File: src/bounded_linked_list_deque_top_macros.svh
// Assertion macros shared by the deque RTL.
// No dependencies; included by the files that carry concurrent checks.
`ifndef BOUNDED_LINKED_LIST_DEQUE_TOP_MACROS_SVH
`define BOUNDED_LINKED_LIST_DEQUE_TOP_MACROS_SVH

// Plain property, sampled on the rising clock edge, off during reset.
`define BLDQ_ASSERT(lbl, clk, rst_n, prop, msg) \
    lbl: assert property (@(posedge clk) disable iff (!(rst_n)) (prop)) else $error(msg);

// Same-cycle implication, sampled on the rising clock edge, off during reset.
`define BLDQ_ASSERT_IMP(lbl, clk, rst_n, ante, cons, msg) \
    lbl: assert property (@(posedge clk) disable iff (!(rst_n)) (ante) |-> (cons)) else $error(msg);

`endif

File: src/bldq_pkg.sv
// Types, codes and sizing constants for the linked-list deque.
// No dependencies; imported by every module of the block except bldq_ram.
package bldq_pkg;

    localparam int CAPACITY    = 64;
    localparam int VALUE_WIDTH = 32;
    localparam int SLOT_W      = $clog2(CAPACITY);
    localparam int CNT_W       = $clog2(CAPACITY + 1);

    typedef logic [SLOT_W-1:0]      t_slot;
    typedef logic [CNT_W-1:0]       t_cnt;
    typedef logic [VALUE_WIDTH-1:0] t_val;

    typedef enum logic [2:0] {
        OP_PUSH_FRONT = 3'd0,
        OP_PUSH_BACK  = 3'd1,
        OP_POP_FRONT  = 3'd2,
        OP_DELETE     = 3'd3,
        OP_CLEAR      = 3'd4
    } t_op;

    typedef enum logic [2:0] {
        ST_OK        = 3'd0,
        ST_EMPTY     = 3'd1,
        ST_NOT_FOUND = 3'd2,
        ST_FULL      = 3'd3,
        ST_NULL      = 3'd4
    } t_status;

    typedef enum logic [2:0] {
        S_IDLE,
        S_PUSH,
        S_SCAN,
        S_UNLINK,
        S_RESP
    } t_state;

    typedef struct packed {
        logic  take;
        logic  give;
        logic  clear;
        t_slot slot;
    } t_free_req;

    typedef struct packed {
        t_slot slot;
        t_cnt  top;
    } t_free_rsp;

    typedef struct packed {
        t_slot rd_addr;
        logic  val_we;
        t_slot val_wa;
        t_val  val_wd;
        logic  nxt_we;
        t_slot nxt_wa;
        t_slot nxt_wd;
        logic  prv_we;
        t_slot prv_wa;
        t_slot prv_wd;
    } t_node_req;

    typedef struct packed {
        t_val  val;
        t_slot nxt;
        t_slot prv;
    } t_node_rsp;

endpackage

File: src/bldq_ram.sv
// Generic single-write, single-read RAM with a registered read port.
// No dependencies; used for the node pool arrays and the free-slot stack.
module bldq_ram #(
    parameter int WIDTH = 8,
    parameter int DEPTH = 64
) (
    input  logic                     i_clk,
    input  logic                     i_we,
    input  logic [$clog2(DEPTH)-1:0] i_waddr,
    input  logic [WIDTH-1:0]         i_wdata,
    input  logic [$clog2(DEPTH)-1:0] i_raddr,
    output logic [WIDTH-1:0]         o_rdata
);

    logic [WIDTH-1:0] r_mem [DEPTH];
    logic [WIDTH-1:0] r_rdata;

    always_ff @(posedge i_clk) begin
        if (i_we) begin
            r_mem[i_waddr] <= i_wdata;
        end
        r_rdata <= r_mem[i_raddr];
    end

    assign o_rdata = r_rdata;

endmodule

File: src/bldq_free.sv
// Free-slot stack: a RAM of slot indices, a top pointer and per-entry valid bits.
// Depends on bldq_pkg and bldq_ram.
module bldq_free
    import bldq_pkg::*;
(
    input  logic      i_clk,
    input  logic      i_rst_n,
    input  t_free_req i_req,
    output t_free_rsp o_rsp
);

    t_cnt                r_top;
    logic [CAPACITY-1:0] r_vld;
    logic                r_rd_vld;
    t_slot               r_rd_idx;
    t_slot               w_rd_addr;
    t_slot               w_wr_addr;
    t_slot               w_ram_q;
    logic                w_we;

    // An entry never written since reset or clear holds its own index.
    assign w_rd_addr = t_slot'(r_top - t_cnt'(1));
    assign w_wr_addr = r_top[SLOT_W-1:0];
    assign w_we      = i_req.give && (r_top < t_cnt'(CAPACITY));

    bldq_ram #(
        .WIDTH (SLOT_W),
        .DEPTH (CAPACITY)
    ) u_stack (
        .i_clk   (i_clk),
        .i_we    (w_we),
        .i_waddr (w_wr_addr),
        .i_wdata (i_req.slot),
        .i_raddr (w_rd_addr),
        .o_rdata (w_ram_q)
    );

    always_ff @(posedge i_clk) begin
        if (!i_rst_n) begin
            r_top <= t_cnt'(CAPACITY);
            r_vld <= '0;
        end else if (i_req.clear) begin
            r_top <= t_cnt'(CAPACITY);
            r_vld <= '0;
        end else if (i_req.take && (r_top != '0)) begin
            r_top <= r_top - t_cnt'(1);
        end else if (w_we) begin
            r_vld[w_wr_addr] <= 1'b1;
            r_top            <= r_top + t_cnt'(1);
        end
    end

    always_ff @(posedge i_clk) begin
        r_rd_vld <= r_vld[w_rd_addr];
        r_rd_idx <= w_rd_addr;
    end

    assign o_rsp.slot = r_rd_vld ? w_ram_q : r_rd_idx;
    assign o_rsp.top  = r_top;

endmodule

File: src/bldq_ctrl.sv
// Operation sequencer: list head, tail and count, the search walk and the result register.
// Depends on bldq_pkg and the assertion macro header.
`include "bounded_linked_list_deque_top_macros.svh"

module bldq_ctrl
    import bldq_pkg::*;
(
    input  logic       i_clk,
    input  logic       i_rst_n,
    input  logic       i_in_valid,
    output logic       o_in_ready,
    input  logic [2:0] i_operation,
    input  t_val       i_item_value,
    output logic       o_out_valid,
    input  logic       i_out_ready,
    output t_val       o_returned_value,
    output logic [2:0] o_status,
    output t_cnt       o_entry_count,
    output t_node_req  o_node_req,
    input  t_node_rsp  i_node_rsp,
    output t_free_req  o_free_req,
    input  t_free_rsp  i_free_rsp
);

    t_state     r_state, n_state;
    logic [2:0] r_op, n_op;
    t_val       r_val, n_val;
    t_val       r_ret, n_ret;
    t_status    r_st, n_st;
    t_slot      r_first, n_first;
    t_slot      r_last, n_last;
    t_slot      r_cur, n_cur;
    t_cnt       r_count, n_count;
    t_cnt       r_k, n_k;
    logic       r_out_valid;
    t_val       r_out_ret;
    t_status    r_out_st;
    t_cnt       r_out_cnt;

    logic       w_accept;
    logic       w_match;
    logic       w_more;
    logic       w_out_load;
    t_slot      w_new;

    assign w_accept   = i_in_valid && (r_state == S_IDLE);
    assign w_match    = (i_node_rsp.val == r_val);
    assign w_more     = (r_k + t_cnt'(1)) < r_count;
    assign w_out_load = (r_state == S_RESP) && (!r_out_valid || i_out_ready);
    assign w_new      = i_free_rsp.slot;

    // Next state.
    always_comb begin
        n_state = r_state;
        unique case (r_state)
            S_IDLE: begin
                if (w_accept) begin
                    case (i_operation)
                        OP_PUSH_FRONT, OP_PUSH_BACK: begin
                            n_state = ((i_item_value == '0) ||
                                       (r_count == t_cnt'(CAPACITY))) ? S_RESP : S_PUSH;
                        end
                        OP_POP_FRONT: n_state = (r_count == '0) ? S_RESP : S_UNLINK;
                        OP_DELETE: begin
                            n_state = ((r_count == '0) || (i_item_value == '0)) ?
                                      S_RESP : S_SCAN;
                        end
                        default: n_state = S_RESP;
                    endcase
                end
            end
            S_PUSH:   n_state = S_RESP;
            S_SCAN: begin
                if (w_match) begin
                    n_state = S_UNLINK;
                end else if (!w_more) begin
                    n_state = S_RESP;
                end
            end
            S_UNLINK: n_state = S_RESP;
            S_RESP: begin
                if (w_out_load) begin
                    n_state = S_IDLE;
                end
            end
            default:  n_state = S_IDLE;
        endcase
    end

    // Datapath, memory and free-stack controls.
    always_comb begin
        n_op       = r_op;
        n_val      = r_val;
        n_ret      = r_ret;
        n_st       = r_st;
        n_first    = r_first;
        n_last     = r_last;
        n_cur      = r_cur;
        n_count    = r_count;
        n_k        = r_k;
        o_free_req = '0;
        o_node_req = '0;

        unique case (r_state)
            S_IDLE: begin
                if (w_accept) begin
                    n_op  = i_operation;
                    n_val = i_item_value;
                    n_ret = '0;
                    n_st  = ST_OK;
                    n_k   = '0;
                    case (i_operation)
                        OP_PUSH_FRONT, OP_PUSH_BACK: begin
                            if (i_item_value == '0) begin
                                n_st = ST_NULL;
                            end else if (r_count == t_cnt'(CAPACITY)) begin
                                n_st = ST_FULL;
                            end else begin
                                o_free_req.take = 1'b1;
                            end
                        end
                        OP_POP_FRONT: begin
                            if (r_count == '0) begin
                                n_st = ST_EMPTY;
                            end
                            n_cur = r_first;
                        end
                        OP_DELETE: begin
                            if (r_count == '0) begin
                                n_st = ST_EMPTY;
                            end else if (i_item_value == '0) begin
                                n_st = ST_NULL;
                            end
                            n_cur = r_first;
                        end
                        OP_CLEAR: begin
                            o_free_req.clear = 1'b1;
                            n_first          = '0;
                            n_last           = '0;
                            n_count          = '0;
                        end
                        default: ;
                    endcase
                end
            end
            S_PUSH: begin
                o_node_req.val_we = 1'b1;
                o_node_req.val_wa = w_new;
                o_node_req.val_wd = r_val;
                if (r_count == '0) begin
                    n_first = w_new;
                    n_last  = w_new;
                end else if (r_op == OP_PUSH_FRONT) begin
                    o_node_req.nxt_we = 1'b1;
                    o_node_req.nxt_wa = w_new;
                    o_node_req.nxt_wd = r_first;
                    o_node_req.prv_we = 1'b1;
                    o_node_req.prv_wa = r_first;
                    o_node_req.prv_wd = w_new;
                    n_first           = w_new;
                end else begin
                    o_node_req.prv_we = 1'b1;
                    o_node_req.prv_wa = w_new;
                    o_node_req.prv_wd = r_last;
                    o_node_req.nxt_we = 1'b1;
                    o_node_req.nxt_wa = r_last;
                    o_node_req.nxt_wd = w_new;
                    n_last            = w_new;
                end
                n_count = r_count + t_cnt'(1);
            end
            S_SCAN: begin
                if (!w_match) begin
                    if (w_more) begin
                        n_cur = i_node_rsp.nxt;
                        n_k   = r_k + t_cnt'(1);
                    end else begin
                        n_st = ST_NOT_FOUND;
                    end
                end
            end
            S_UNLINK: begin
                n_ret = (r_op == OP_POP_FRONT) ? i_node_rsp.val : r_val;
                if (r_count == t_cnt'(1)) begin
                    n_first = '0;
                    n_last  = '0;
                end else if (r_cur == r_first) begin
                    n_first = i_node_rsp.nxt;
                end else if (r_cur == r_last) begin
                    n_last = i_node_rsp.prv;
                end else begin
                    o_node_req.nxt_we = 1'b1;
                    o_node_req.nxt_wa = i_node_rsp.prv;
                    o_node_req.nxt_wd = i_node_rsp.nxt;
                    o_node_req.prv_we = 1'b1;
                    o_node_req.prv_wa = i_node_rsp.nxt;
                    o_node_req.prv_wd = i_node_rsp.prv;
                end
                n_count         = r_count - t_cnt'(1);
                o_free_req.give = 1'b1;
                o_free_req.slot = r_cur;
            end
            S_RESP: ;
            default: ;
        endcase

        // The node arrays are read at the slot the sequencer holds next cycle.
        o_node_req.rd_addr = n_cur;
    end

    always_ff @(posedge i_clk) begin
        if (!i_rst_n) begin
            r_state     <= S_IDLE;
            r_first     <= '0;
            r_last      <= '0;
            r_count     <= '0;
            r_out_valid <= 1'b0;
        end else begin
            r_state <= n_state;
            r_first <= n_first;
            r_last  <= n_last;
            r_count <= n_count;
            if (w_out_load) begin
                r_out_valid <= 1'b1;
            end else if (i_out_ready) begin
                r_out_valid <= 1'b0;
            end
        end
    end

    always_ff @(posedge i_clk) begin
        r_op  <= n_op;
        r_val <= n_val;
        r_ret <= n_ret;
        r_st  <= n_st;
        r_cur <= n_cur;
        r_k   <= n_k;
        if (w_out_load) begin
            r_out_ret <= r_ret;
            r_out_st  <= r_st;
            r_out_cnt <= r_count;
        end
    end

    assign o_in_ready       = (r_state == S_IDLE);
    assign o_out_valid      = r_out_valid;
    assign o_returned_value = r_out_ret;
    assign o_status         = r_out_st;
    assign o_entry_count    = r_out_cnt;

    // Every slot is either on the free stack or holds a live node.
    `BLDQ_ASSERT_IMP(a_slot_conservation, i_clk, i_rst_n, (r_state == S_IDLE), (({1'b0, i_free_rsp.top} + {1'b0, r_count}) == (CNT_W + 1)'(CAPACITY)), "free slots plus live nodes differ from capacity")
    // The walk never runs past the end of the list.
    `BLDQ_ASSERT_IMP(a_scan_bound, i_clk, i_rst_n, (r_state == S_SCAN), (r_k < r_count), "search walked past the list length")
    // A push only proceeds with a free slot available.
    `BLDQ_ASSERT_IMP(a_push_room, i_clk, i_rst_n, (r_state == S_PUSH), (r_count < t_cnt'(CAPACITY)), "push started on a full pool")
    // The list length never exceeds the pool size.
    `BLDQ_ASSERT(a_count_range, i_clk, i_rst_n, (r_count <= t_cnt'(CAPACITY)), "node count exceeds capacity")

endmodule

File: src/bounded_linked_list_deque_top.sv
// Top level of the bounded doubly linked deque of handles.
// Depends on bldq_pkg, bldq_ram, bldq_free and bldq_ctrl.
//
//   Channel   Direction  Handshake                   Payload
//   in        to block   i_in_valid / o_in_ready     i_operation, i_item_value
//   out       from block o_out_valid / i_out_ready   o_returned_value, o_status,
//                                                    o_entry_count
//
// One transaction is accepted at a time; o_in_ready is high only while the sequencer idles.
// Clear, error cases and unused codes go straight to the response state; a push passes
// through the push state and a pop through the unlink state. A delete walks the list one
// node per cycle through the registered read port of the node arrays and unlinks a match.
// The result sits in an output register, so a new transaction is taken while it waits;
// the sequencer stalls only when a second result finds that register still full.
// Reset is synchronous and active low; it empties the list and marks all slots free at once.
module bounded_linked_list_deque_top
    import bldq_pkg::*;
(
    input  logic                   i_clk,
    input  logic                   i_rst_n,
    input  logic                   i_in_valid,
    output logic                   o_in_ready,
    input  logic [2:0]             i_operation,
    input  logic [VALUE_WIDTH-1:0] i_item_value,
    output logic                   o_out_valid,
    input  logic                   i_out_ready,
    output logic [VALUE_WIDTH-1:0] o_returned_value,
    output logic [2:0]             o_status,
    output logic [CNT_W-1:0]       o_entry_count
);

    t_node_req w_node_req;
    t_node_rsp w_node_rsp;
    t_free_req w_free_req;
    t_free_rsp w_free_rsp;

    // The sequencer owns the list head, tail and count, and walks the list on a delete.
    bldq_ctrl u_ctrl (
        .i_clk            (i_clk),
        .i_rst_n          (i_rst_n),
        .i_in_valid       (i_in_valid),
        .o_in_ready       (o_in_ready),
        .i_operation      (i_operation),
        .i_item_value     (i_item_value),
        .o_out_valid      (o_out_valid),
        .i_out_ready      (i_out_ready),
        .o_returned_value (o_returned_value),
        .o_status         (o_status),
        .o_entry_count    (o_entry_count),
        .o_node_req       (w_node_req),
        .i_node_rsp       (w_node_rsp),
        .o_free_req       (w_free_req),
        .i_free_rsp       (w_free_rsp)
    );

    // Slots are handed out from and returned to this stack.
    bldq_free u_free (
        .i_clk   (i_clk),
        .i_rst_n (i_rst_n),
        .i_req   (w_free_req),
        .o_rsp   (w_free_rsp)
    );

    // The three node arrays share one read address, so a single read returns
    // a node's handle together with both of its links.
    bldq_ram #(
        .WIDTH (VALUE_WIDTH),
        .DEPTH (CAPACITY)
    ) u_values (
        .i_clk   (i_clk),
        .i_we    (w_node_req.val_we),
        .i_waddr (w_node_req.val_wa),
        .i_wdata (w_node_req.val_wd),
        .i_raddr (w_node_req.rd_addr),
        .o_rdata (w_node_rsp.val)
    );

    bldq_ram #(
        .WIDTH (SLOT_W),
        .DEPTH (CAPACITY)
    ) u_next (
        .i_clk   (i_clk),
        .i_we    (w_node_req.nxt_we),
        .i_waddr (w_node_req.nxt_wa),
        .i_wdata (w_node_req.nxt_wd),
        .i_raddr (w_node_req.rd_addr),
        .o_rdata (w_node_rsp.nxt)
    );

    bldq_ram #(
        .WIDTH (SLOT_W),
        .DEPTH (CAPACITY)
    ) u_prev (
        .i_clk   (i_clk),
        .i_we    (w_node_req.prv_we),
        .i_waddr (w_node_req.prv_wa),
        .i_wdata (w_node_req.prv_wd),
        .i_raddr (w_node_req.rd_addr),
        .o_rdata (w_node_rsp.prv)
    );

endmodule

File: config.mk
export PLATFORM = sky130hd
export DESIGN_NAME = bounded_linked_list_deque_top
export DESIGN_NICKNAME = d
export VERILOG_FILES = /design/src/bldq_pkg.sv /design/src/bldq_ram.sv /design/src/bldq_free.sv /design/src/bldq_ctrl.sv /design/src/bounded_linked_list_deque_top.sv
export VERILOG_INCLUDE_DIRS = /design/src /design/src/src
export SDC_FILE = /design/constraint.sdc
export NUM_CORES = 2
export LEC_CHECK = 0
export BUFFER_PORTS_ARGS = -buffer_cell sky130_fd_sc_hd__buf_2
export CORE_UTILIZATION = 50
export CTS_BUF_LIST = sky130_fd_sc_hd__clkbuf_16
export DETAILED_ROUTE_END_ITERATION = 7
export GPL_ROUTABILITY_DRIVEN = 1
export PLACE_DENSITY = 0.65
export SLEW_MARGIN = 10
export SYNTH_ARGS = -nofsm -noshare
export SYNTH_HDL_FRONTEND = slang
export SYNTH_SLANG_ARGS = --single-unit
File: constraint.sdc
create_clock -name i_clk -period 6.27 [get_ports i_clk]
set_input_delay 0.3135 -clock i_clk [delete_from_list [all_inputs] [get_ports i_clk]]
set_output_delay 0.3135 -clock i_clk [all_outputs]
set_load 0.01 [all_outputs]
Word-level counts from Yosys, hierarchy flattened
Memory sizes are Yosys's and may differ from the RTL's. A register that Yosys moved wholly into a read port is not among the register bits.
Cells that the tools add are included.
{ "op_classes": {"add_sub_neg": 5, "magnitude_cmp": 5, "n_eq_ne": 26, "n_mux": 81, "n_bitwise": 3, "reduce_logical": 33} }
{ "ops": {"columns": ["operator", "count"], "rows": [
  ["2-to-1 mux 26 bit", 4],
  ["2-to-1 mux 6 bit", 17],
  ["2-to-1 mux 32 bit", 2],
  ["OR 64 bit", 1],
  ["case mux 32 bit (2 select lines)", 1],
  ["case mux 26 bit (2 select lines)", 1],
  ["2-to-1 mux 7 bit", 7],
  ["2-to-1 mux 3 bit", 13],
  ["2-to-1 mux 39 bit", 1],
  ["case mux 6 bit (3 select lines)", 2],
  ["equality test 32 bit", 1],
  ["logical NOT 32 bit", 1],
  ["2-to-1 mux 25 bit", 1],
  ["2-to-1 mux 1 bit", 22],
  ["adder 7 x 1 -> 7 bit (second input constant)", 3],
  ["case mux 7 bit (3 select lines)", 1],
  ["case mux 3 bit (3 select lines)", 2],
  ["equality test 3 x 2 -> 1 bit (second input constant)", 5],
  ["less-than comparator 6 x 7 -> 1 bit (second input constant)", 2],
  ["case mux 7 bit (2 select lines)", 1],
  ["subtractor 7 x 1 -> 7 bit (second input constant)", 2],
  ["equality test 6 bit", 2],
  ["case mux 3 bit (4 select lines)", 1],
  ["case mux 6 bit (2 select lines)", 1],
  ["30 further kinds", 59]
]} }
{ "word_totals": {"ff_bits": 226, "mem_bits_rw": 3200, "input_bits": 39, "mem_count": 4} }
{ "mem_list": {"columns": ["memory", "depth", "word_bits", "rd", "rd_clocked_by_memory_dff", "wr", "line", "text"], "rows": [
  ["u_values.r_mem", 64, 32, 1, 1, 1, "bldq_ram.sv:15", "logic [WIDTH-1:0] r_mem [DEPTH];"],
  ["u_free.u_stack.r_mem", 64, 6, 1, 1, 1, "bldq_ram.sv:15", null],
  ["u_next.r_mem", 64, 6, 1, 1, 1, "bldq_ram.sv:15", null],
  ["u_prev.r_mem", 64, 6, 1, 1, 1, "bldq_ram.sv:15", null]
]} }

Logic depth before layout (Yosys ltp)
{ "logic_depth": {"ltp_word": 9, "depth_mapped": 21, "ltp_nobuf": 17} }

Hierarchy
From an unflattened synthesis, not the netlist that was laid out.
{ "unflattened": {"cells_unflattened": 6535, "hier_area_um2": 134795.5} }
{ "modules_own_cells": {"columns": ["mod", "instances", "cells_per_inst", "area_each_um2"], "rows": [
  ["bldq_ram at u_values", 1, 3324, 78515.3],
  ["bldq_ram at u_next ...", 2, 720, 15225.9],
  ["bldq_ram at u_free.u_stack", 1, 727, 15177.1],
  ["bldq_ctrl", 1, 668, 7239.4],
  ["bldq_free", 1, 376, 3412.0]
]} }

Worst setup path before layout
Ideal clock, no wire load.
{ "synth_path": {"path_type": "register to register", "from": "reg u_ctrl.r_state[0]", "to": "mem u_next.r_mem[58][0] in the netlist's numbering, enable pin", "setup_time_ns": 0.358, "t_arrival_ns": 4.546, "t_required_ns": 5.912, "path_slack_ns": 1.365, "stages_incl_launch_ff": 9, "path_buffers": 1, "period_less_slack_ns": 4.905, "cell_sequence": "dfxtp_1 clkbuf_1 nor2b_1 nand2_1 a31oi_1 nand2_1 o22ai_1 nand3_1 nor2_1"} }
{ "synth_via": {"elab_chain_len": 4, "word_cells_on_any_way": 5} }
{ "synth_lines": {"columns": ["element", "line", "text"], "rows": [
  ["start: declaration", "bldq_ctrl.sv:25", "t_state r_state, n_state;"],
  ["start signal: assignment", "bldq_ctrl.sv:219", "r_state <= n_state;"],
  ["equality test 3 x 2 -> 1 bit / equality test 3 x 1 -> 1 bit (equally long branches)", "bldq_ctrl.sv:104", "unique case (r_state)"],
  ["case mux 26 bit (2 select lines) *", "bldq_ctrl.sv:104", null],
  ["2-to-1 mux 1 bit", "bldq_ram.sv:19", "if (i_we) begin"],
  ["2-to-1 mux 1 bit (not written as such)", "bldq_ram.sv:20", "r_mem[i_waddr] <= i_wdata;"],
  ["end: declaration", "bldq_ram.sv:15", null]
]} }
Mark *: on every way between the ends. The rest lies on a longest branch, timed or not.

Worst setup path after layout
{ "layout_path": {"from": "reg u_ctrl.r_k[0]", "to": "reg u_values.r_rdata[8], in the netlist u_values.o_rdata[8], read port of u_values.r_mem"} }
{ "layout_via": {"elab_chain_len": 5} }
{ "layout_lines": {"columns": ["element", "line", "text"], "rows": [
  ["start: declaration", "bldq_ctrl.sv:34", "t_cnt r_k, n_k;"],
  ["start signal: assignment", "bldq_ctrl.sv:237", "r_k <= n_k;"],
  ["adder 7 x 1 -> 7 bit", "bldq_ctrl.sv:48", "assign w_more = (r_k + t_cnt'(1)) < r_count;"],
  ["less-than comparator 7 bit", "bldq_ctrl.sv:48", null],
  ["2-to-1 mux 6 bit", "bldq_ctrl.sv:174", "if (w_more) begin"],
  ["2-to-1 mux 6 bit", "bldq_ctrl.sv:173", "if (!w_match) begin"],
  ["case mux 6 bit (2 select lines)", "bldq_ctrl.sv:104", null],
  ["end: declaration", "bldq_ram.sv:16", "logic [WIDTH-1:0] r_rdata;"]
]} }
Every way passes these cells.
A chain may end at the register's enable or synchronous reset.

==> results.txt <==
Synth Register Bits: 3476
TNS Setup: 0 ns
Syn. warnings: 0
Syn Inst Count: 9159
DIE WIDTH: 525 um
Met3 Use GR: 0.0626
Hpwl dp: 251 mm
Final setup violation count: 0
Post-route ant nets: 0
Most common cell after layout, fill and taps aside: edfxtp_1
Count of different cell masters after synthesis: 81
Req. time, crit path: 7.01 ns
CTS tree: yes
Cell accounting for the most synthesized area: edfxtp_1
Worst clock skew: 0.0685 ns
Row Count: 191
Clock Latency Late Sink: 0.92 ns
Crit path from: u_ctrl.r_k[0]
RSZ-0062 raised after global routing: no
Critical path class: flop to flop
Measured slew at the worst slew-check pin: 1.38 ns
Most frequent cells in the layout: edfxtp_1, nand2_1, nand3_1
CTS root buf: clkbuf_16
Sequential-to-total area share from yosys stat: 0.752
GP Congestion: 0.917
Vias/cell: 6.45
Hold crit path type: primary input to flop
Initial cell density of the core: 0.504
Detailed Route WL: 417 mm
CP Max Fanout: 14
Ys flop type: edfxtp_1
Number of DRC violations after detailed-routing iteration 0: 12700
Crit path DAT: 6.78 ns
DRC: 0
Async set or reset register ratio after synthesis: 0
Final net count: 9534
Clock slew seen by the registers of the worst setup and hold paths: 0.06 ns
Slew Limit Headroom: 0.0691
Total GRT Usage: 0.296
Critical R2R Launch: u_ctrl.r_k[0]
Mux cell area share after synthesis: 0.0480
Initial antenna violation count: 25
Period utilization: 0.963
Synth Area in Simple Gates: 0.101
Adder-Cell Fraction of Synth Area: 0.00110
Post-synthesis xor/xnor area fraction: 0.00378
Crit start category: flop
Layout cells sized above 1: 0.148
# IOs: 83
Post-CTS sizing: 0
Reg area: 103000 um^2
Inserted Clock Buffers: 343
Worst setup margin: 0.232 ns
Leakage: 50.0 nW
Mapped Area: 137000 um^2
Die H: 525 um
Fmax: 166 MHz
Final min period: 6.04 ns
CP endpoint kind: flop
Compound-gate portion of the synthesized area: 0.0728
Met2 Usage GRT: 0.458
Pre-antenna DRT Iters: 8
CTS H-tree lvls: 5
First-pass GRT wire length: 592 mm
Peak supply drop: 0.285 mV
Vias in the first global route: 82500
Hold buffer count at CTS: 39
Total die area: 276000 um^2
Share of Yosys cell area claimed by the top area cell type: 0.729
Beginning of the worst hold path: i_item_value[13]
Clock Path Buffers: 4
Synth area leaders: edfxtp_1, nand2_1, mux4_2, dfxtp_1, a211oi_1
Largest family of logic cells by synthesized area: simple AND/OR/NAND/NOR gates
Number of fill cells in the layout: 20600
Fin. max-slew vios: 0
Post-synth EDFFs: 3319
Setup Fix Bufs, Post-CTS: 0
DP Area: 144000 um^2
Post-synthesis average cell area: 14.9 um^2
Global route hottest layer: met2
Vias: 86000
Fin. Hold Viols: 0
Status: completed
Power Density: 307 nW/um^2
Layout overhead on the synthesized area: 13.5%
Syn Nets: 9210
Met1 usage: 0.397
Multi-input gate area: 31800 um^2
Core ar.: 271000 um^2
# port buffers: 82
DP Worst Slack: 0.290 ns
CTS Sinks: 3476
Total grt overflow: 0
Final instance area: 155000 um^2
Pin count of the biggest net entering global routing: 111
Max-cap violations: 0
DR WL/cell: 31.2 um
final timing paths:
path	slack (ns)	endpoint	depth (start not counted)
min reg2reg	0.42	u_ctrl.o_returned_value[15]	0
max	0.23	u_values.o_rdata[8]	20
min	0.14	u_ctrl.r_val[13]	2
max reg2reg	0.23	u_values.o_rdata[8]	20
sequential cells by signal, indices dropped and copies added, names as in the netlist, 7 cells and up:
name,count
u_ctrl.o_entry_count,7
u_ctrl.o_returned_value,32
u_ctrl.r_count,7
u_ctrl.r_k,7
u_ctrl.r_ret,32
u_ctrl.r_val,32
u_free.r_top,7
u_free.r_vld,64
u_free.u_stack.r_mem,384
u_next.r_mem,384
u_prev.r_mem,384
u_values.o_rdata,32
u_values.r_mem,2048
through the flow:
stage | power, mW | cells | util | hold WS (ns)
detailed placement | 28.1 | 12700 | 0.531 | 0.408
CTS | 47.7 | 13300 | 0.572 | 0.115
floorplan | 27.1 | 9159 | - | 0.400
global placement | 28.1 | 12700 | 0.531 | 0.407
global route | 48.7 | 13300 | 0.572 | 0.122
finish | 47.6 | 13300 | 0.572 | 0.144
power breakdown:
| part | internal [mW] | switching [mW] | leakage [nW] | total [mW] |
|---|---|---|---|---|
| Combinational | 0.690 | 1.44 | 14.9 | 2.13 |
| Clock | 11.2 | 8.78 | 5.53 | 20.0 |
| Sequential | 25.3 | 0.237 | 29.5 | 25.5 |
| Total | 37.2 | 10.5 | 50.0 | 47.6 |
Yosys cell counts (42+ instances only):
cell,number
nand4_1,44
a21oi_1,217
mux4_2,227
nand3_1,409
buf_2,205
nand2_1,1779
o211ai_1,53
xor2_1,44
a22oi_1,69
a31oi_1,241
mux2i_1,118
clkbuf_1,272
o21ai_0,142
nor2_1,463
buf_1,80
and3_1,319
dfxtp_1,157
a221oi_1,42
a211oi_1,280
edfxtp_1,3319
a311oi_1,164
logic make-up (layout without fill, tap and decap cells):
group           after synthesis  count (layout)
other cells                   0               9
simple gates               3178            3178
compound gates             1426            1426
fa+ha+maj                    12              12
mux                         369             369
flops                      3476            3476
buf+inv                     639            1242
xor+xnor                     59              59
per-layer routing:
metal	vias to the layer above	wire length, um
li1	36000	-
met1	43300	154000
met2	5714	191000
met3	1048	46800
met4	16	24800
met5	-	117
critical path, stage by stage (launching register included):
cell and delay [ns]:
edfxtp_1 0.42, ha_1 0.21, nand3_1 0.13, nor2_1 0.15, xor2_1 0.19, ha_1 0.28, a21oi_1 0.17, o21ai_1 0.13
a21oi_1 0.42, mux2i_1 0.35, a2111oi_4 0.14, o21ai_4 0.77, inv_8 0.18, buf_12 0.23, buf_4 0.21, buf_4 0.18
a211oi_1 0.20, a31oi_1 0.07, a22oi_1 0.38, nand4_1 0.35, or4_1 0.70
layout make-up:
class / count / area share
flip-flops and latches: 3476 / 0.662
multi-input cells: 5044 / 0.205
clock buffers: 350 / 0.0564
repair buffers: 583 / 0.0335
well taps: 3570 / 0.0288
clock inverters: 274 / 0.0130
inverters: 35 / 0.00105
diodes: 9 / 0.000145
No activity file was read; power rests on OpenSTA's default activity.
